**src/rtl/core/lfsc_pkg.sv**
```systemverilog
// Shared types and constants for the line follower steering control core.
// Holds the request and result payload structs, register indexes and pattern codes.
// No dependencies.
package lfsc_pkg;

  typedef struct packed {
    logic [3:0] sensor_bits;
    logic [3:0] switch_bits;
  } sample_t;

  typedef struct packed {
    logic [9:0]  servo_duty;
    logic [11:0] traction_duty;
    logic [3:0]  line_pattern;
    logic [3:0]  trim_count;
  } result_t;

  localparam int AddrWidth = 4;

  localparam logic [1:0] RegBaseSpeed      = 2'd0;
  localparam logic [1:0] RegSensorGain     = 2'd1;
  localparam logic [1:0] RegServoGain      = 2'd2;
  localparam logic [1:0] RegSensorThresh   = 2'd3;

  localparam logic [11:0] BaseSpeedReset   = 12'd707;
  localparam logic [16:0] GainReset        = 17'd52429;
  localparam logic [16:0] ThreshReset      = 17'd13107;
  localparam logic [16:0] OneQ16           = 17'h10000;
  localparam logic [12:0] TractionMax      = 13'd2500;
  localparam logic [9:0]  ServoMax         = 10'd1000;
  localparam logic [9:0]  ServoReset       = 10'd750;
  localparam logic [11:0] TractionReset    = 12'd750;

  localparam logic [3:0] Pat1110 = 4'b1110;
  localparam logic [3:0] Pat1000 = 4'b1000;
  localparam logic [3:0] Pat1100 = 4'b1100;
  localparam logic [3:0] Pat1101 = 4'b1101;
  localparam logic [3:0] Pat1001 = 4'b1001;
  localparam logic [3:0] Pat1011 = 4'b1011;
  localparam logic [3:0] Pat0011 = 4'b0011;
  localparam logic [3:0] Pat0001 = 4'b0001;
  localparam logic [3:0] Pat0111 = 4'b0111;
  localparam logic [3:0] Pat1111 = 4'b1111;

endpackage

```
**src/rtl/core/line_follower_steering_control_core.sv**
```systemverilog
// Line follower steering control core: sensor filters, pattern decode, speed trim,
// traction and servo duty. Depends on lfsc_pkg.
//
// Usage:
//   sample channel (sample_valid / sample_stall / sample) carries one control tick:
//   four raw reflectance bits and four switch levels. A request is taken at a rising
//   edge with sample_valid high and sample_stall low.
//   result channel (result_valid / result_stall / result) returns one result per
//   request: servo duty, traction duty, thresholded line pattern and trim count.
//   The APB port sets base speed, sensor gain, servo gain and sensor threshold at
//   byte addresses 0, 4, 8 and 12; write only while no request is in flight.
// Timing:
//   Filters, pattern, trim and traction update in the cycle a request is taken;
//   the servo blend multiply sits in a second stage. A result passes from the first
//   stage registers into the result register.
//   One request per cycle is sustained while result_stall stays low, set by the
//   combinational filter multiply loop through the filtered levels.
// Reset:
//   rst (synchronous) restores register defaults, clears filters and trim count,
//   sets servo target and traction duty to 750, and empties both stages.
// Stall:
//   While result_stall is high the result holds; one more request is still taken
//   into the first stage, after which sample_stall rises.
module line_follower_steering_control_core
  import lfsc_pkg::*;
(
  input  logic                 clk,
  input  logic                 rst,
  input  logic                 sample_valid,
  output logic                 sample_stall,
  input  sample_t              sample,
  output logic                 result_valid,
  input  logic                 result_stall,
  output result_t              result,
  input  logic                 psel,
  input  logic                 penable,
  input  logic                 pwrite,
  input  logic [AddrWidth-1:0] paddr,
  input  logic [31:0]          pwdata,
  output logic [31:0]          prdata,
  output logic                 pready
);

  logic [11:0] base_speed;
  logic [16:0] sensor_gain;
  logic [16:0] servo_gain;
  logic [16:0] sensor_threshold;

  logic [3:0]  prev_switches;
  logic [3:0]  trim_counter;
  logic [16:0] filtered_level [4];
  logic [9:0]  servo_target;
  logic [11:0] traction_hold;

  logic        s1_valid;
  logic [9:0]  s1_ref;
  logic [9:0]  s1_target;
  logic [11:0] s1_traction;
  logic [3:0]  s1_pattern;
  logic [3:0]  s1_trim;

  logic        accept;
  logic        s1_move;
  logic        cfg_write;
  logic [1:0]  cfg_index;

  logic [16:0] sensor_g;
  logic [16:0] servo_s;
  logic [3:0]  rise;
  logic [3:0]  trim_counter_next;
  logic [33:0] filt_acc [4];
  logic [16:0] filtered_level_next [4];
  logic [3:0]  pattern;
  logic [9:0]  servo_target_next;
  logic [9:0]  ref_value;
  logic [4:0]  offset;
  logic        hit;
  logic [12:0] speed;
  logic [11:0] traction_hold_next;
  logic [27:0] servo_acc;

  // configuration port
  assign pready    = 1'b1;
  assign cfg_index = paddr[3:2];
  assign cfg_write = psel && penable && pwrite && pready;

  always_ff @(posedge clk) begin
    if (rst) begin
      base_speed       <= BaseSpeedReset;
      sensor_gain      <= GainReset;
      servo_gain       <= GainReset;
      sensor_threshold <= ThreshReset;
    end else if (cfg_write) begin
      case (cfg_index)
        RegBaseSpeed:    base_speed       <= pwdata[11:0];
        RegSensorGain:   sensor_gain      <= pwdata[16:0];
        RegServoGain:    servo_gain       <= pwdata[16:0];
        RegSensorThresh: sensor_threshold <= pwdata[16:0];
        default: ;
      endcase
    end
  end

  always_comb begin
    case (cfg_index)
      RegBaseSpeed:    prdata = {20'd0, base_speed};
      RegSensorGain:   prdata = {15'd0, sensor_gain};
      RegServoGain:    prdata = {15'd0, servo_gain};
      RegSensorThresh: prdata = {15'd0, sensor_threshold};
      default:         prdata = 32'd0;
    endcase
  end

  // handshake
  assign s1_move      = s1_valid && (!result_valid || !result_stall);
  assign sample_stall = s1_valid && !s1_move;
  assign accept       = sample_valid && !sample_stall;

  // stage 1: trim, filters, pattern, traction
  assign sensor_g = (sensor_gain > OneQ16) ? OneQ16 : sensor_gain;
  assign servo_s  = (servo_gain > OneQ16) ? OneQ16 : servo_gain;

  assign rise              = sample.switch_bits & ~prev_switches;
  assign trim_counter_next = trim_counter + rise;

  always_comb begin
    for (int b = 0; b < 4; b++) begin
      filt_acc[b] = sensor_g * filtered_level[b];
      if (sample.sensor_bits[b]) begin
        filt_acc[b] = filt_acc[b] + {1'b0, 17'(OneQ16 - sensor_g), 16'd0};
      end
      filtered_level_next[b] = filt_acc[b][32:16];
      pattern[b]             = filtered_level_next[b] > sensor_threshold;
    end
  end

  always_comb begin
    hit               = 1'b1;
    servo_target_next = servo_target;
    ref_value         = servo_target;
    offset            = 5'd0;
    case (pattern)
      Pat1110: begin
        servo_target_next = 10'd500;  ref_value = 10'd500;  offset = 5'd12;
      end
      Pat1000: begin
        servo_target_next = 10'd600;  ref_value = 10'd600;  offset = 5'd10;
      end
      Pat1100: begin
        servo_target_next = 10'd650;  offset = 5'd5;
      end
      Pat1101: begin
        servo_target_next = 10'd700;  offset = 5'd2;
      end
      Pat1001: begin
        servo_target_next = 10'd750;  ref_value = 10'd750;  offset = 5'd0;
      end
      Pat1011: begin
        servo_target_next = 10'd800;  offset = 5'd2;
      end
      Pat0011: begin
        servo_target_next = 10'd850;  offset = 5'd5;
      end
      Pat0001: begin
        servo_target_next = 10'd900;  ref_value = 10'd900;  offset = 5'd10;
      end
      Pat0111: begin
        servo_target_next = 10'd1000; ref_value = 10'd1000; offset = 5'd12;
      end
      Pat1111: begin
        offset = 5'd20;
      end
      default: begin
        hit = 1'b0;
      end
    endcase
  end

  assign speed = {1'b0, base_speed} + 13'(trim_counter_next) + 13'(offset);

  always_comb begin
    if (!hit) begin
      traction_hold_next = traction_hold;
    end else if (speed > TractionMax) begin
      traction_hold_next = TractionMax[11:0];
    end else begin
      traction_hold_next = speed[11:0];
    end
  end

  always_ff @(posedge clk) begin
    if (rst) begin
      prev_switches <= 4'hF;
      trim_counter  <= 4'd0;
      servo_target  <= ServoReset;
      traction_hold <= TractionReset;
      for (int b = 0; b < 4; b++) begin
        filtered_level[b] <= 17'd0;
      end
    end else if (accept) begin
      prev_switches <= sample.switch_bits;
      trim_counter  <= trim_counter_next;
      servo_target  <= servo_target_next;
      traction_hold <= traction_hold_next;
      for (int b = 0; b < 4; b++) begin
        filtered_level[b] <= filtered_level_next[b];
      end
    end
  end

  always_ff @(posedge clk) begin
    if (rst) begin
      s1_valid <= 1'b0;
    end else if (accept) begin
      s1_valid <= 1'b1;
    end else if (s1_move) begin
      s1_valid <= 1'b0;
    end
  end

  always_ff @(posedge clk) begin
    if (accept) begin
      s1_ref      <= ref_value;
      s1_target   <= servo_target_next;
      s1_traction <= traction_hold_next;
      s1_pattern  <= pattern;
      s1_trim     <= trim_counter_next;
    end
  end

  // stage 2: servo blend
  assign servo_acc = 28'(servo_s * s1_ref) + 28'(17'(OneQ16 - servo_s) * s1_target);

  always_ff @(posedge clk) begin
    if (rst) begin
      result_valid <= 1'b0;
    end else if (s1_move) begin
      result_valid <= 1'b1;
    end else if (!result_stall) begin
      result_valid <= 1'b0;
    end
  end

  always_ff @(posedge clk) begin
    if (s1_move) begin
      result.servo_duty    <= servo_acc[25:16];
      result.traction_duty <= s1_traction;
      result.line_pattern  <= s1_pattern;
      result.trim_count    <= s1_trim;
    end
  end

  a_traction_cap: assert property (@(posedge clk) disable iff (rst)
    result_valid |-> ({1'b0, result.traction_duty} <= TractionMax))
    else $error("traction duty above saturation limit");

  a_servo_range: assert property (@(posedge clk) disable iff (rst)
    result_valid |-> (result.servo_duty <= ServoMax))
    else $error("servo duty out of range");

  a_stage_filled: assert property (@(posedge clk) disable iff (rst)
    accept |=> s1_valid)
    else $error("accepted request missing from first stage");

  a_filter_bound: assert property (@(posedge clk) disable iff (rst)
    (filtered_level[0] <= OneQ16) && (filtered_level[1] <= OneQ16) &&
    (filtered_level[2] <= OneQ16) && (filtered_level[3] <= OneQ16))
    else $error("filtered level above one");

endmodule
```
**config.mk**
```make
export PLATFORM = sky130hd
export DESIGN_NAME = line_follower_steering_control_core
export DESIGN_NICKNAME = d
export VERILOG_FILES = /design/src/rtl/core/lfsc_pkg.sv /design/src/rtl/core/line_follower_steering_control_core.sv
export SDC_FILE = /design/constraint.sdc
export NUM_CORES = 2
export LEC_CHECK = 0
export BUFFER_PORTS_ARGS = -buffer_cell sky130_fd_sc_hd__buf_4
export CAP_MARGIN = 15
export CORE_MARGIN = 1.5
export CORE_UTILIZATION = 44
export DETAILED_ROUTE_END_ITERATION = 12
export HOLD_SLACK_MARGIN = 0.05
export PLACE_DENSITY = 0.57
export SETUP_SLACK_MARGIN = 0.15
export SLEW_MARGIN = 20
export SYNTH_ARGS = -nofsm -noshare
export SYNTH_HDL_FRONTEND = slang
export SYNTH_SLANG_ARGS = --single-unit
```
**constraint.sdc**
```tcl
create_clock -name clk -period 20.9 [get_ports clk]
set_clock_uncertainty 0.2 [all_clocks]
set_input_delay 2.09 -clock clk [delete_from_list [all_inputs] [get_ports clk]]
set_output_delay 2.09 -clock clk [all_outputs]
set_load 0.02 [all_outputs]
```
==> flow_metrics.py <==
metrics = {
    "outcome": {
        "status": "complete, no violations",
    },
    "worst_setup_path": {
        "crit_path_max_fanout": 55,
        "critPathKind": "reg -> reg",
        "crit_buf_inv": 10,
        "cp_data_required_time_ps": 21070,
        "crit_family": "compound AO/OA/AOI/OAI gates",
        "worst_ep_arrival_time_ps": 17590,
        "cp_slowest_cell": "o311ai_0",
        "cp-end-kind": "flop",
        "path_common_cell": "fa_1",
        "worst_setup_path_start_kind": "flop",
        "cpPeakStageDelay_ps": 730,
    },
    "floorplanning": {
        "core_um2": 139200,
        "pin_count": 116,
        "rows": 137,
        "initial_core_util_pct": 44.19,
        "die_area_um2": 142100,
        "dieWidth_um": 376.9,
        "die_y_um": 376.9,
    },
    "clocking": {
        "numCtsBuffers": 28,
        "cts_hold_buf": 0,
        "cts_tree": "built",
        "root_buffer": "clkbuf_16",
        "cts_setup_buffers": 0,
        "clk_latency_ps": 610,
        "h-tree-depth": 1,
        "cts_resized": 0,
        "cts.clk_slew.worst_paths_ps": 60,
        "clockBufferDepth": 3,
        "clkSinkCount": 233,
    },
    "final_layout": {
        "register_area_um2": 6050,
        "area_growth_pct": 5.777,
        "multi_input_area_um2": 49130,
        "fin_nets": 8577,
        "fill_cells": 13588,
        "drive_gt1_share_pct": 5.024,
    },
    "timing": {
        "tightest_slew_ps": 1093,
        "period_share_pct": 83.38,
        "slew_headroom_pct": 27.15,
        "fin_crit_ps": 17430,
        "rsz0062_at_grt": "no",
        "setup_viol": 0,
        "tns_ps": 0,
        "final_max_slew_viol_count": 0,
        "hold_viol": 0,
        "clock.fmax_mhz": 57.39,
    },
    "drt": {
        "antenna_left": 0,
        "drc": 0,
        "drtIter0Drc": 2994,
        "drt-pass1-iter-count": 5,
        "vias": 45475,
        "avgRoutedWirePerCell_um": 19.84,
        "via_per_inst": 5.283,
        "routed_wl_um": 170800,
    },
    "logic_synthesis": {
        "synth_top_area_cell": "fa_1",
        "yosys-top-cells-count": "inv_1 (1362), fa_1 (1173), nand2_1 (1096)",
        "synth_warnings": 0,
        "synth.distinct_cells": 91,
        "avgSynthCellArea_um2": 8.973,
        "ys_ff_latch": 233,
        "yosysSeqAreaShare_pct": 9.829,
        "async_flop_share_pct": 0,
        "synth_flop_cell": "edfxtp_1",
        "syn_area_um2": 61510,
        "synth_most_common_cell": "inv_1",
        "synth-edff-count": 138,
        "synth_top_area_share_pct": 38.18,
        "syn_inst": 6855,
        "ys_top_cells_by_area": "fa_1 (38%), ha_1 (13%), inv_1 (8.3%)",
    },
    "grt": {
        "overflow": 0,
        "grt_max_degree": 97,
        "gr-usage-met1_pct": 34.74,
        "grt_usage_pct": 24.77,
        "grt_pass1_wl_um": 273000,
        "grt_pass1_vias": 47645,
        "met3_usage_pct": 2.288,
        "grt_use_met2_pct": 41.23,
        "antenna_found_initial": 6,
        "top_usage_layer": "met2",
    },
    "placed_design": {
        "post-dp-hpwl_um": 129500,
        "routabilityCongestion": 0.8786,
        "portBuffers": 82,
    },
    "run": {
        "max_cap_viol_count": 0,
    },
    "worst_hold_path": {
        "hp-class": "reg -> reg",
    },
}
## stage by stage
stage	util [%]	setup slack, ps	instance area [um2]	std cells	hold slack [ps]
6_report	46.75	3474	65070	8607	220.1
3_3_place_gp	45.90	3835	63890	8550	204.7
4_1_cts	46.73	3585	65040	8603	220.8
3_5_place_dp	45.94	3657	63950	8551	205.2
2_1_floorplan	-	6142	61570	6869	200.3
5_1_grt	46.74	2241	65060	8605	221.5
## per-layer routing
layer / part of all wire [%] / vias up / wire length, um
li1: - / 20690 / -
met1: 45 / 23487 / 76280
met2: 47 / 1104 / 80830
met3: 5.2 / 194 / 8955
met4: 2.8 / 0 / 4728
met5: 0 / - / 0
## state kept, by name, indices dropped and copies added, names as in the netlist, 10 cells and up
signal	flops
sensor_threshold	17
s1_ref	10
s1_target	10
servo_target	10
filtered_level	68
base_speed	12
servo_gain	17
s1_traction	12
sensor_gain	17
result	30
traction_hold	12
## worst paths after layout
check,endpoint,cells past startpoint,from,slack [ps]
max reg2reg,s1_traction[4],59,sensor_gain[8],3470
min reg2reg,result[16],0,s1_traction[8],220
min,result[16],0,s1_traction[8],220
max,s1_traction[4],59,sensor_gain[8],3470
## cell type report
cell class,count,area share (%)
multi-input combinational,4906,75.51
tap,1876,3.607
sequential,233,9.298
inverter,1364,7.869
timing repair buffer,173,2.027
clock inverter,20,0.5288
antenna,3,0.01154
clock buffer,32,1.148
## worst register-to-register path: cells and delay by family (launching register included)
| kind | cells | cell delay [ps] |
|---|---|---|
| AO/OA/AOI/OAI | 20 | 5470 |
| adder cells (fa/ha/maj) | 13 | 5030 |
| AND/OR/NAND/NOR | 11 | 3070 |
| buffers and inverters | 10 | 2060 |
| multiplexers | 3 | 730 |
| flip-flops | 1 | 340 |
| XOR/XNOR | 2 | 290 |
## cells in the final DEF (no fill, tap or decap), types with 13 or more instances in the layout
master and n:
nand3b_1 36, o21ai_0 86, dfxtp_1 94, xnor2_1 126, o21a_1 39, a31oi_1 13, and2_1 601, mux2i_1 14
clkbuf_16 29, ha_1 647, nand3_1 40, nand2b_1 19, a21o_1 70, a211oi_1 33, or3_1 19, nor2_1 152
mux2_2 48, buf_4 171, nor3_1 47, a211o_1 18, xor2_1 47, edfxtp_1 138, a21oi_1 162, nor2b_1 41
conb_1 16, nand2_1 1096, fa_1 1173, and3_1 127, nand4_1 20, inv_1 1362
## cell families after synthesis
group	count (synthesis)	share of synthesized area, %
adders and majority gates	1821	51.35
xor gates and xnor gates	182	2.681
buffers and inverters	1730	10.68
DFF	233	9.829
other	2	0.01221
and+or+nand+nor	2260	17.91
AOI/OAI and AO/OA	553	5.994
muxes	74	1.546
Power is left out: the tool's default activity adds up to more than one toggle a clock period on the data nets, which glitch-free logic cannot reach.
